`config.mk`:
```
export PLATFORM = sky130hd
export DESIGN_NAME = memory_region_alloc_check_core
export DESIGN_NICKNAME = d
export VERILOG_FILES = /design/src/design/mrac_pkg.sv /design/src/design/memory_region_alloc_check_core.sv /design/src/design/mrac_ram.sv
export SDC_FILE = /design/constraint.sdc
export NUM_CORES = 1
export LEC_CHECK = 0
export ABC_AREA = 1
export ABC_CLOCK_PERIOD_IN_PS = 11500
export BUFFER_PORTS_ARGS = -buffer_cell sky130_fd_sc_hd__buf_2
export CAP_MARGIN = 30
export CORE_ASPECT_RATIO = 1.25
export CORE_MARGIN = 4
export CORE_UTILIZATION = 28
export DETAILED_ROUTE_END_ITERATION = 8
export GPL_TIMING_DRIVEN = 1
export MAX_ROUTING_LAYER = met4
export SLEW_MARGIN = 20
export SYNTH_ARGS = -nofsm -noshare
export SYNTH_HDL_FRONTEND = slang
export SYNTH_SLANG_ARGS = --single-unit
```
`constraint.sdc`:
```
create_clock -name i_clk -period 11.5 [get_ports i_clk]
set_input_delay 0.575 -clock i_clk [delete_from_list [all_inputs] [get_ports i_clk]]
set_output_delay 0.575 -clock i_clk [all_outputs]
set_load 0.02 [all_outputs]
```
`src/design/mrac_pkg.sv`:
```
// shared constants, types and status codes for the region allocation checker
`default_nettype none
package mrac_pkg;

    localparam int MAX_REGIONS = 16;
    localparam int IDX_W       = (MAX_REGIONS > 1) ? $clog2(MAX_REGIONS) : 1;
    localparam int CNT_W       = $clog2(MAX_REGIONS + 1);
    localparam int ADDR_W      = 32;
    localparam int END_W       = ADDR_W + 1;
    localparam int ENTRY_W     = ADDR_W + END_W;
    localparam int PADDR_W     = 3;

    localparam logic [0:0] REG_MEM_SIZE = 1'b0;

    localparam logic MODE_ALLOC  = 1'b0;
    localparam logic MODE_ACCESS = 1'b1;

    typedef enum logic [2:0] {
        ST_OK       = 3'd0,
        ST_BOUNDS   = 3'd1,
        ST_OVERLAP  = 3'd2,
        ST_FULL     = 3'd3,
        ST_NOREGION = 3'd4
    } t_status;

    typedef enum logic [1:0] {
        S_IDLE,
        S_CHECK,
        S_SCAN
    } t_state;

endpackage
`default_nettype wire

```
`src/design/memory_region_alloc_check_core.sv`:
```
// region allocation and access checker top level with apb config port
// sequence: bounds check, one ram read per stored region, scan close, then the result strobe
// a bounds failure skips the scan, an empty table ends it at once and a hit ends it early
// the table holds up to 16 regions, scanned through the single ram read port
// throughput: one request at a time, busy high from acceptance until the result strobe
// reset: synchronous active low, clears mem_size and the region count, table is not cleared
`default_nettype none
module memory_region_alloc_check_core (
    input  wire logic                          i_clk,
    input  wire logic                          i_rst_n,
    input  wire logic                          psel,
    input  wire logic                          penable,
    input  wire logic                          pwrite,
    input  wire logic [mrac_pkg::PADDR_W-1:0]  paddr,
    input  wire logic [31:0]                   pwdata,
    output logic      [31:0]                   prdata,
    output logic                               pready,
    input  wire logic                          start,
    output logic                               busy,
    input  wire logic                          i_mode,
    input  wire logic [31:0]                   i_base_addr,
    input  wire logic [31:0]                   i_span_len,
    output logic                               o_done,
    output logic                               o_ok,
    output logic      [2:0]                    o_status
);
    import mrac_pkg::*;

    t_state                r_state, n_state;
    logic [ADDR_W-1:0]     r_mem_size;
    logic                  r_mode;
    logic [ADDR_W-1:0]     r_lo;
    logic [END_W-1:0]      r_hi;
    logic [CNT_W-1:0]      r_count, n_count;
    logic [CNT_W-1:0]      r_ra, n_ra;
    logic                  r_cv, n_cv;
    logic                  r_done, n_done;
    logic                  r_ok, n_ok;
    t_status               r_status, n_status;

    logic                  accept;
    logic                  cfg_wr;
    logic                  re;
    logic                  we;
    logic [ENTRY_W-1:0]    rdata;
    logic [ADDR_W-1:0]     e_start;
    logic [END_W-1:0]      e_end;
    logic                  hit;

    assign accept = start && (r_state == S_IDLE);
    assign cfg_wr = psel && penable && pwrite && pready;
    assign pready = 1'b1;
    assign prdata = (paddr[PADDR_W-1] == REG_MEM_SIZE) ? r_mem_size : 32'd0;
    assign busy   = (r_state != S_IDLE);

    assign e_start = rdata[ENTRY_W-1:END_W];
    assign e_end   = rdata[END_W-1:0];

    always_comb begin
        if (r_mode == MODE_ALLOC) begin
            hit = ({1'b0, r_lo} < e_end) && ({1'b0, e_start} < r_hi);
        end else begin
            hit = (e_start <= r_lo) && (r_hi <= e_end);
        end
    end

    mrac_ram #(
        .WIDTH (ENTRY_W),
        .DEPTH (MAX_REGIONS)
    ) u_table (
        .i_clk   (i_clk),
        .i_we    (we),
        .i_waddr (r_count[IDX_W-1:0]),
        .i_wdata ({r_lo, r_hi}),
        .i_re    (re),
        .i_raddr (r_ra[IDX_W-1:0]),
        .o_rdata (rdata)
    );

    always_ff @(posedge i_clk) begin
        if (!i_rst_n) begin
            r_state    <= S_IDLE;
            r_mem_size <= '0;
            r_count    <= '0;
            r_cv       <= 1'b0;
            r_done     <= 1'b0;
        end else begin
            r_state <= n_state;
            r_count <= n_count;
            r_cv    <= n_cv;
            r_done  <= n_done;
            if (cfg_wr && (paddr[PADDR_W-1] == REG_MEM_SIZE)) begin
                r_mem_size <= pwdata;
            end
        end
    end

    always_ff @(posedge i_clk) begin
        r_ra     <= n_ra;
        r_ok     <= n_ok;
        r_status <= n_status;
        if (accept) begin
            r_mode <= i_mode;
            r_lo   <= i_base_addr;
            r_hi   <= {1'b0, i_base_addr} + {1'b0, i_span_len};
        end
    end

    always_comb begin
        n_state  = r_state;
        n_count  = r_count;
        n_ra     = r_ra;
        n_cv     = 1'b0;
        n_done   = 1'b0;
        n_ok     = r_ok;
        n_status = r_status;
        re       = 1'b0;
        we       = 1'b0;
        unique case (r_state)
            S_IDLE: begin
                if (accept) begin
                    n_state = S_CHECK;
                end
            end
            S_CHECK: begin
                n_ra = '0;
                if ((r_mode == MODE_ALLOC) && (r_hi > {1'b0, r_mem_size})) begin
                    n_done   = 1'b1;
                    n_ok     = 1'b0;
                    n_status = ST_BOUNDS;
                    n_state  = S_IDLE;
                end else begin
                    n_state = S_SCAN;
                end
            end
            S_SCAN: begin
                if (r_ra < r_count) begin
                    re   = 1'b1;
                    n_ra = r_ra + 1'b1;
                    n_cv = 1'b1;
                end
                if (r_cv && hit) begin
                    n_done  = 1'b1;
                    n_state = S_IDLE;
                    n_cv    = 1'b0;
                    if (r_mode == MODE_ALLOC) begin
                        n_ok     = 1'b0;
                        n_status = ST_OVERLAP;
                    end else begin
                        n_ok     = 1'b1;
                        n_status = ST_OK;
                    end
                end else if (!r_cv && (r_ra == r_count)) begin
                    n_done  = 1'b1;
                    n_state = S_IDLE;
                    if (r_mode == MODE_ACCESS) begin
                        n_ok     = 1'b0;
                        n_status = ST_NOREGION;
                    end else if (r_count >= CNT_W'(MAX_REGIONS)) begin
                        n_ok     = 1'b0;
                        n_status = ST_FULL;
                    end else begin
                        we       = 1'b1;
                        n_count  = r_count + 1'b1;
                        n_ok     = 1'b1;
                        n_status = ST_OK;
                    end
                end
            end
            default: begin
                n_state = S_IDLE;
            end
        endcase
    end

    assign o_done   = r_done;
    assign o_ok     = r_ok;
    assign o_status = r_status;

endmodule
`default_nettype wire

```
`src/design/mrac_ram.sv`:
```
// generic single write port ram with registered read
`default_nettype none
module mrac_ram #(
    parameter int WIDTH = 8,
    parameter int DEPTH = 16
) (
    input  wire logic                             i_clk,
    input  wire logic                             i_we,
    input  wire logic [$clog2(DEPTH > 1 ? DEPTH : 2)-1:0] i_waddr,
    input  wire logic [WIDTH-1:0]                 i_wdata,
    input  wire logic                             i_re,
    input  wire logic [$clog2(DEPTH > 1 ? DEPTH : 2)-1:0] i_raddr,
    output logic      [WIDTH-1:0]                 o_rdata
);

    logic [WIDTH-1:0] r_mem [DEPTH];

    always_ff @(posedge i_clk) begin
        if (i_we) begin
            r_mem[i_waddr] <= i_wdata;
        end
        if (i_re) begin
            o_rdata <= r_mem[i_raddr];
        end
    end

endmodule
`default_nettype wire

```
# After elaboration in Yosys (flattened, before gate mapping)
# Memory sizes are Yosys's and may differ from the RTL's. A register that Yosys moved wholly into a read port is not among the register bits.
# Index checks and enable logic that the tools add are counted.
# op_classes
magnitude_cmp	7
n_addsub	3
bitwise_logic	6
n_reduce_logical	18
n_shift	0
n_mux	34
n_mul	0
n_eq_ne	7
div	0
# op_table
cell	n
$lt 32x33->1	2
$add 32x32->33	1
$gt 33x32->1	1
$le 33x33->1	1
$le 32x32->1	1
$mux 32	1
$mux 1	17
$mux 2	6
$mux 3	4
$add 5x1->5 const B	2
$pmux 5 s2	1
$logic_and 1x1->1	9
$ne 2x2->1 const B	3
$not 1->1	6
$pmux 2 s3	1
$pmux 3 s2	1
$eq 5x5->1	1
$ge 5x5->1 const B	1
$lt 5x5->1	1
$mux 5	1
$reduce_and 5->1	1
$pmux 1 s2	2
$reduce_and 2->1	2
$reduce_bool 2->1	2
7 further kinds	7
# word_totals
elab_cells	87
ram_bits	1040
rom_bits	0
regBits	116
output_inout_bits	39
in_bits	106
latch_bits	0
mem_count	1
# memory_table
memory	depth	word_bits	rd	rd_clocked_by_memory_dff	write_ports	line	rtl
u_table.r_mem	16	65	1	1	1	mrac_ram.sv:16	logic [WIDTH-1:0] r_mem [DEPTH];

# Logic depth before layout (Yosys ltp)
# depth
word_depth	8
depth_mapped	22
mapped_depth_nobuf	22

# Cells and area by module
# A second synthesis with hierarchy kept.
# hier_totals
cells_unflattened	5561
hier_area_um2	56696.9
# modules_own_cells
module	cells_each	seq_area_each_um2	area_per_inst_um2	n_inst
mrac_ram	4276	33181.8	46676.0	1
memory_region_alloc_check_core	1285	3072.9	10020.9	1

# Worst setup path before layout
# No wires, ideal clock.
# synth_path
path_kind	flip-flop to flip-flop
start	reg r_ra[0]
end	mem u_table.r_mem[0][0] in the netlist's numbering, enable pin
synth_period_minus_slack_ps	7099
setup_ps	568
n_path_buf	5
t_arrival_ps	6531
path_slack_ps	4401
path_stages_with_launch	14
cell_sequence	edfxtp_1 buf_2 buf_2 inv_2 buf_2 clkbuf_1 ha_1 nand2_1 nor2_1 inv_1 nor3_1 nand2_2 buf_6 nor3_1
# synth_between
elab_chain_len	7
# synth_lines
element	line	rtl
from (decl)	memory_region_alloc_check_core.sv:35	logic [CNT_W-1:0] r_ra, n_ra;
from (signal assigned)	memory_region_alloc_check_core.sv:99	r_ra <= n_ra;
$eq 5x5->1	memory_region_alloc_check_core.sv:153	end else if (!r_cv && (r_ra == r_count)) begin
$logic_and 1x1->1	memory_region_alloc_check_core.sv:153	
$mux 1	memory_region_alloc_check_core.sv:153	
$mux 1	memory_region_alloc_check_core.sv:142	if (r_cv && hit) begin
$mux 1	memory_region_alloc_check_core.sv:119	unique case (r_state)
$mux 1	mrac_ram.sv:19	if (i_we) begin
$mux 1 (not written as such)	mrac_ram.sv:20	r_mem[i_waddr] <= i_wdata;
to (decl)	mrac_ram.sv:16	
# No other way between the ends.

# Final worst setup path
# layout_path
start	reg r_hi[24]
end	mem u_table.r_mem[7][58] in the netlist's numbering, enable pin
# layout_between
elab_chain_len	8
word_cells_on_any_way	10
# layout_lines
element	line	rtl
from (decl)	memory_region_alloc_check_core.sv:33	logic [END_W-1:0] r_hi;
from (signal assigned)	memory_region_alloc_check_core.sv:105	r_hi <= {1'b0, i_base_addr} + {1'b0, i_span_len};
$lt 32x33->1 / $le 33x33->1 (equally long branches)	memory_region_alloc_check_core.sv:61, memory_region_alloc_check_core.sv:63	
$logic_and 1x1->1, on equally long branches	memory_region_alloc_check_core.sv:61, memory_region_alloc_check_core.sv:63	
$mux 1 *	memory_region_alloc_check_core.sv:60	if (r_mode == MODE_ALLOC) begin
$logic_and 1x1->1 *	memory_region_alloc_check_core.sv:142	
$mux 1 *	memory_region_alloc_check_core.sv:142	
$mux 1 *	memory_region_alloc_check_core.sv:119	
$mux 1 *	mrac_ram.sv:19	
$mux 1 (not written as such) *	mrac_ram.sv:20	
# Mark *: on every way between the ends. The rest lies on a longest branch, timed or not.

==> impl_metrics.env <==
export IMPL_outcome="completed"
export IMPL_antenna_found_initial=3
export IMPL_place_ws_ns=6.42
export IMPL_avgSynthCellArea_sq_um=12.8
export IMPL_synth_top_area_share_pct=68.0
export IMPL_ir_drop_v=0.000119
export IMPL_drt_iter0_drc=2820
export IMPL_yosysUniqueCellTypes=52
export IMPL_min_delay_start="i_base_addr[9]"
export IMPL_initial_core_util_pct=28.2
export IMPL_grt_pass1_wl_um=207000
export IMPL_syn_area_sq_um=52100
export IMPL_placed_cell_area_sq_um=55900
export IMPL_cts_tree="done"
export IMPL_final_hold_violation_count=0
export IMPL_wl_um=142000
export IMPL_critPathBufInv=3
export IMPL_async_flop_share_pct=0
export IMPL_finalSetupViolations=0
export IMPL_drive_gt1_share_pct=9.85
export IMPL_drcViolationCount=0
export IMPL_powerDensity_nw_per_um2=176
export IMPL_clock_latency_ns=0.74
export IMPL_yosys_area_top_type="edfxtp_1"
export IMPL_core_area_sq_um=185000
export IMPL_syn_num_nets=4376
export IMPL_cp_top_family="simple AND/OR/NAND/NOR gates"
export IMPL_syn_inst=4065
export IMPL_area_growth_pct=14.3
export IMPL_layout_min_cycle_time_ns=5.13
export IMPL_tns_ns=0
export IMPL_cts_htree_levels=3
export IMPL_worstSetupPathType="flip-flop to flip-flop"
export IMPL_r2r_start="r_hi[24]"
export IMPL_clockBufferDepth=3
export IMPL_yosysSeqAreaShare_pct=69.6
export IMPL_fin_crit_sh_pct=44.6
export IMPL_overflow=0
export IMPL_fin_ws_ns=6.37
export IMPL_route_antenna_remaining_nets=0
export IMPL_grt_use_total_pct=14.5
export IMPL_tightestPinTransition_ns=1.05
export IMPL_vias=33000
export IMPL_dieArea_sq_um=193000
export IMPL_yosys_warnings=0
export IMPL_fin_nets=4495
export IMPL_fmax_ghz=0.195
export IMPL_post_drt_wl_per_cell_um=21.3
export IMPL_die_w_um=394
export IMPL_cts_buffers_inserted=102
export IMPL_min_path_type="input port to flip-flop"
export IMPL_num_io_pins=145
export IMPL_synthFlopType="edfxtp_1"
export IMPL_cts_resized=0
export IMPL_portBuffers=141
export IMPL_clk_pin_slew_worst_paths_ns=0.07
export IMPL_clock_skew_ns=0.0499
export IMPL_end_kind="flip-flop"
export IMPL_dr_pass1_iters=5
export IMPL_synth_edf_count=1180
export IMPL_synth_area_leaders="edfxtp_1 68%, nor2_1 5.0%, ha_1 4.9%"
export IMPL_required_ns=11.84
export IMPL_dp_cells=6475
export IMPL_grt_pass1_vias=31900
export IMPL_crit_start="r_hi[24]"
export IMPL_cts_sinks=1221
export IMPL_viasPerCell=4.95
export IMPL_clockRootBuffer="clkbuf_16"
export IMPL_p_total_mw=10.5
export IMPL_synth_seq_cells=1221
export IMPL_p_leak_nw=20.6
export IMPL_rsz0062_at_grt="false"
export IMPL_cp_slowest_stage_delay_ns=1.03
export IMPL_slew_viol_final=0
export IMPL_design_area_sq_um=59500
export IMPL_max_slew_margin_pct=30.0
export IMPL_hold_worst_slack_ns=0.0610
export IMPL_layoutNonFillerInstCount=6676
export IMPL_utilization_pct=32.3
export IMPL_cpMaxStageDelayCell="edfxtp_1"
export IMPL_crit_arrival_ns=5.46
export IMPL_gp_congestion=0.874
export IMPL_worstSetupStartpointType="flip-flop"
export IMPL_worstPathCellList="inv_1, ha_1, nand2_1, nor2_1, nand4_1, nor2_2, nand2_1, nand3_1, nor2_1, nand3_2, nand2_2, a21oi_4, nand3_2, nor2_4, buf_4, buf_4"
export IMPL_cp_max_fo=26
export IMPL_die_h_um=490
export IMPL_fp_row_count=176
export IMPL_dpl_hpwl_um=82000
export IMPL_maxCapViolCount=0
export IMPL_grt_max_degree=224
==> layer usage <==
metal  wire (um)  track usage (%)  up-vias
li1            -                -    15200
met1       55200             16.3    16500
met2       72300             25.8     1058
met3        7830             1.94      262
met4        6670             6.54        0
met5           0                -        -
==> cell usage after synthesis (2+ instances only) <==
cell type  count
o21ai_0      329
mux2i_1      110
xnor2_1       11
inv_1        219
edfxtp_1    1180
a21boi_1       2
nor2_1       694
clkinv_1       2
nor3_1        23
o21ai_1        3
buf_2         52
inv_2          3
nand2_1      385
o21a_1         9
a21o_1         6
dfxtp_1       41
nand3_2        2
o221ai_1     110
nand2_2        2
buf_4          6
ha_1         204
xor2_1        20
nand3b_1       4
nand3_1      138
clkbuf_1     143
nor2_2         2
nor4_1         4
nand4_1       10
o32ai_1      150
buf_1         11
o211ai_1      25
a21oi_1      145
==> cell type report <==
type                       instances  area, sq um
antenna                            1         2.50
clock buffer                     115         2610
clock inverter                    77          963
fill                           18100       125000
inverter                         224          853
multi-input combinational       2407        14200
sequential                      1221        36300
tap                             2403         3010
timing repair buffer             228         1630
==> sequential cells by signal, summed over array words and instances, names as in the netlist <==
signal           flops
r_mem_size          32
r_ra                 5
r_mode               1
r_hi                33
o_status             3
u_table.r_mem     1040
o_ok                 1
r_state              2
r_lo                32
o_done               1
r_cv                 1
u_table.o_rdata     65
r_count              5
==> worst paths after layout <==
| path | to | slack [ns] | cells after the start |
|---|---|---|---|
| max | u_table.r_mem[7][58] | 6.37 | 16 |
| min reg2reg | r_state[0] | 0.51 | 2 |
| max reg2reg | u_table.r_mem[7][58] | 6.37 | 16 |
| min | r_lo[9] | 0.06 | 1 |
==> power by group <==
part	internal [mW]	switching, mW	total [mW]
Clock	2.03	1.65	3.68
Combinational	0.475	1.02	1.50
Sequential	5.10	0.180	5.28
Total	7.60	2.86	10.5
==> logic make-up (layout without fill, tap and decap cells) <==
kind of cell	Yosys count	count (layout)	synth area share (%)
AND/OR/NAND/NOR	1268	1268	9.69
flip-flops	1221	1221	69.6
AO/OA/AOI/OAI	792	792	9.80
buffers and inverters	437	644	3.33
adder cells (fa/ha/maj)	205	205	4.94
multiplexers	110	110	2.11
XOR/XNOR	31	31	0.521
other	1	2	0.00720
==> layout by cell type, fill, tap and decap left out, types with 20 or more instances in the layout <==
cell,Yosys,final
nand3_1,138,138
o211ai_1,25,25
xor2_1,20,20
nand2_1,385,385
o32ai_1,150,150
o21ai_0,329,329
mux2i_1,110,110
buf_4,6,63
edfxtp_1,1180,1180
dfxtp_1,41,41
inv_1,219,216
ha_1,204,204
clkbuf_16,0,102
a21oi_1,145,145
o221ai_1,110,110
buf_2,52,141
nor2_1,694,689
clkinv_2,0,24
==> timing repair <==
item,in CTS,in global routing
hold buffers,8,0
buffers inserted,0,0
endpoints found under the setup margin,0,0
hold endpoints to repair,8,0
Note: power is estimated with default switching activity, not from simulation.
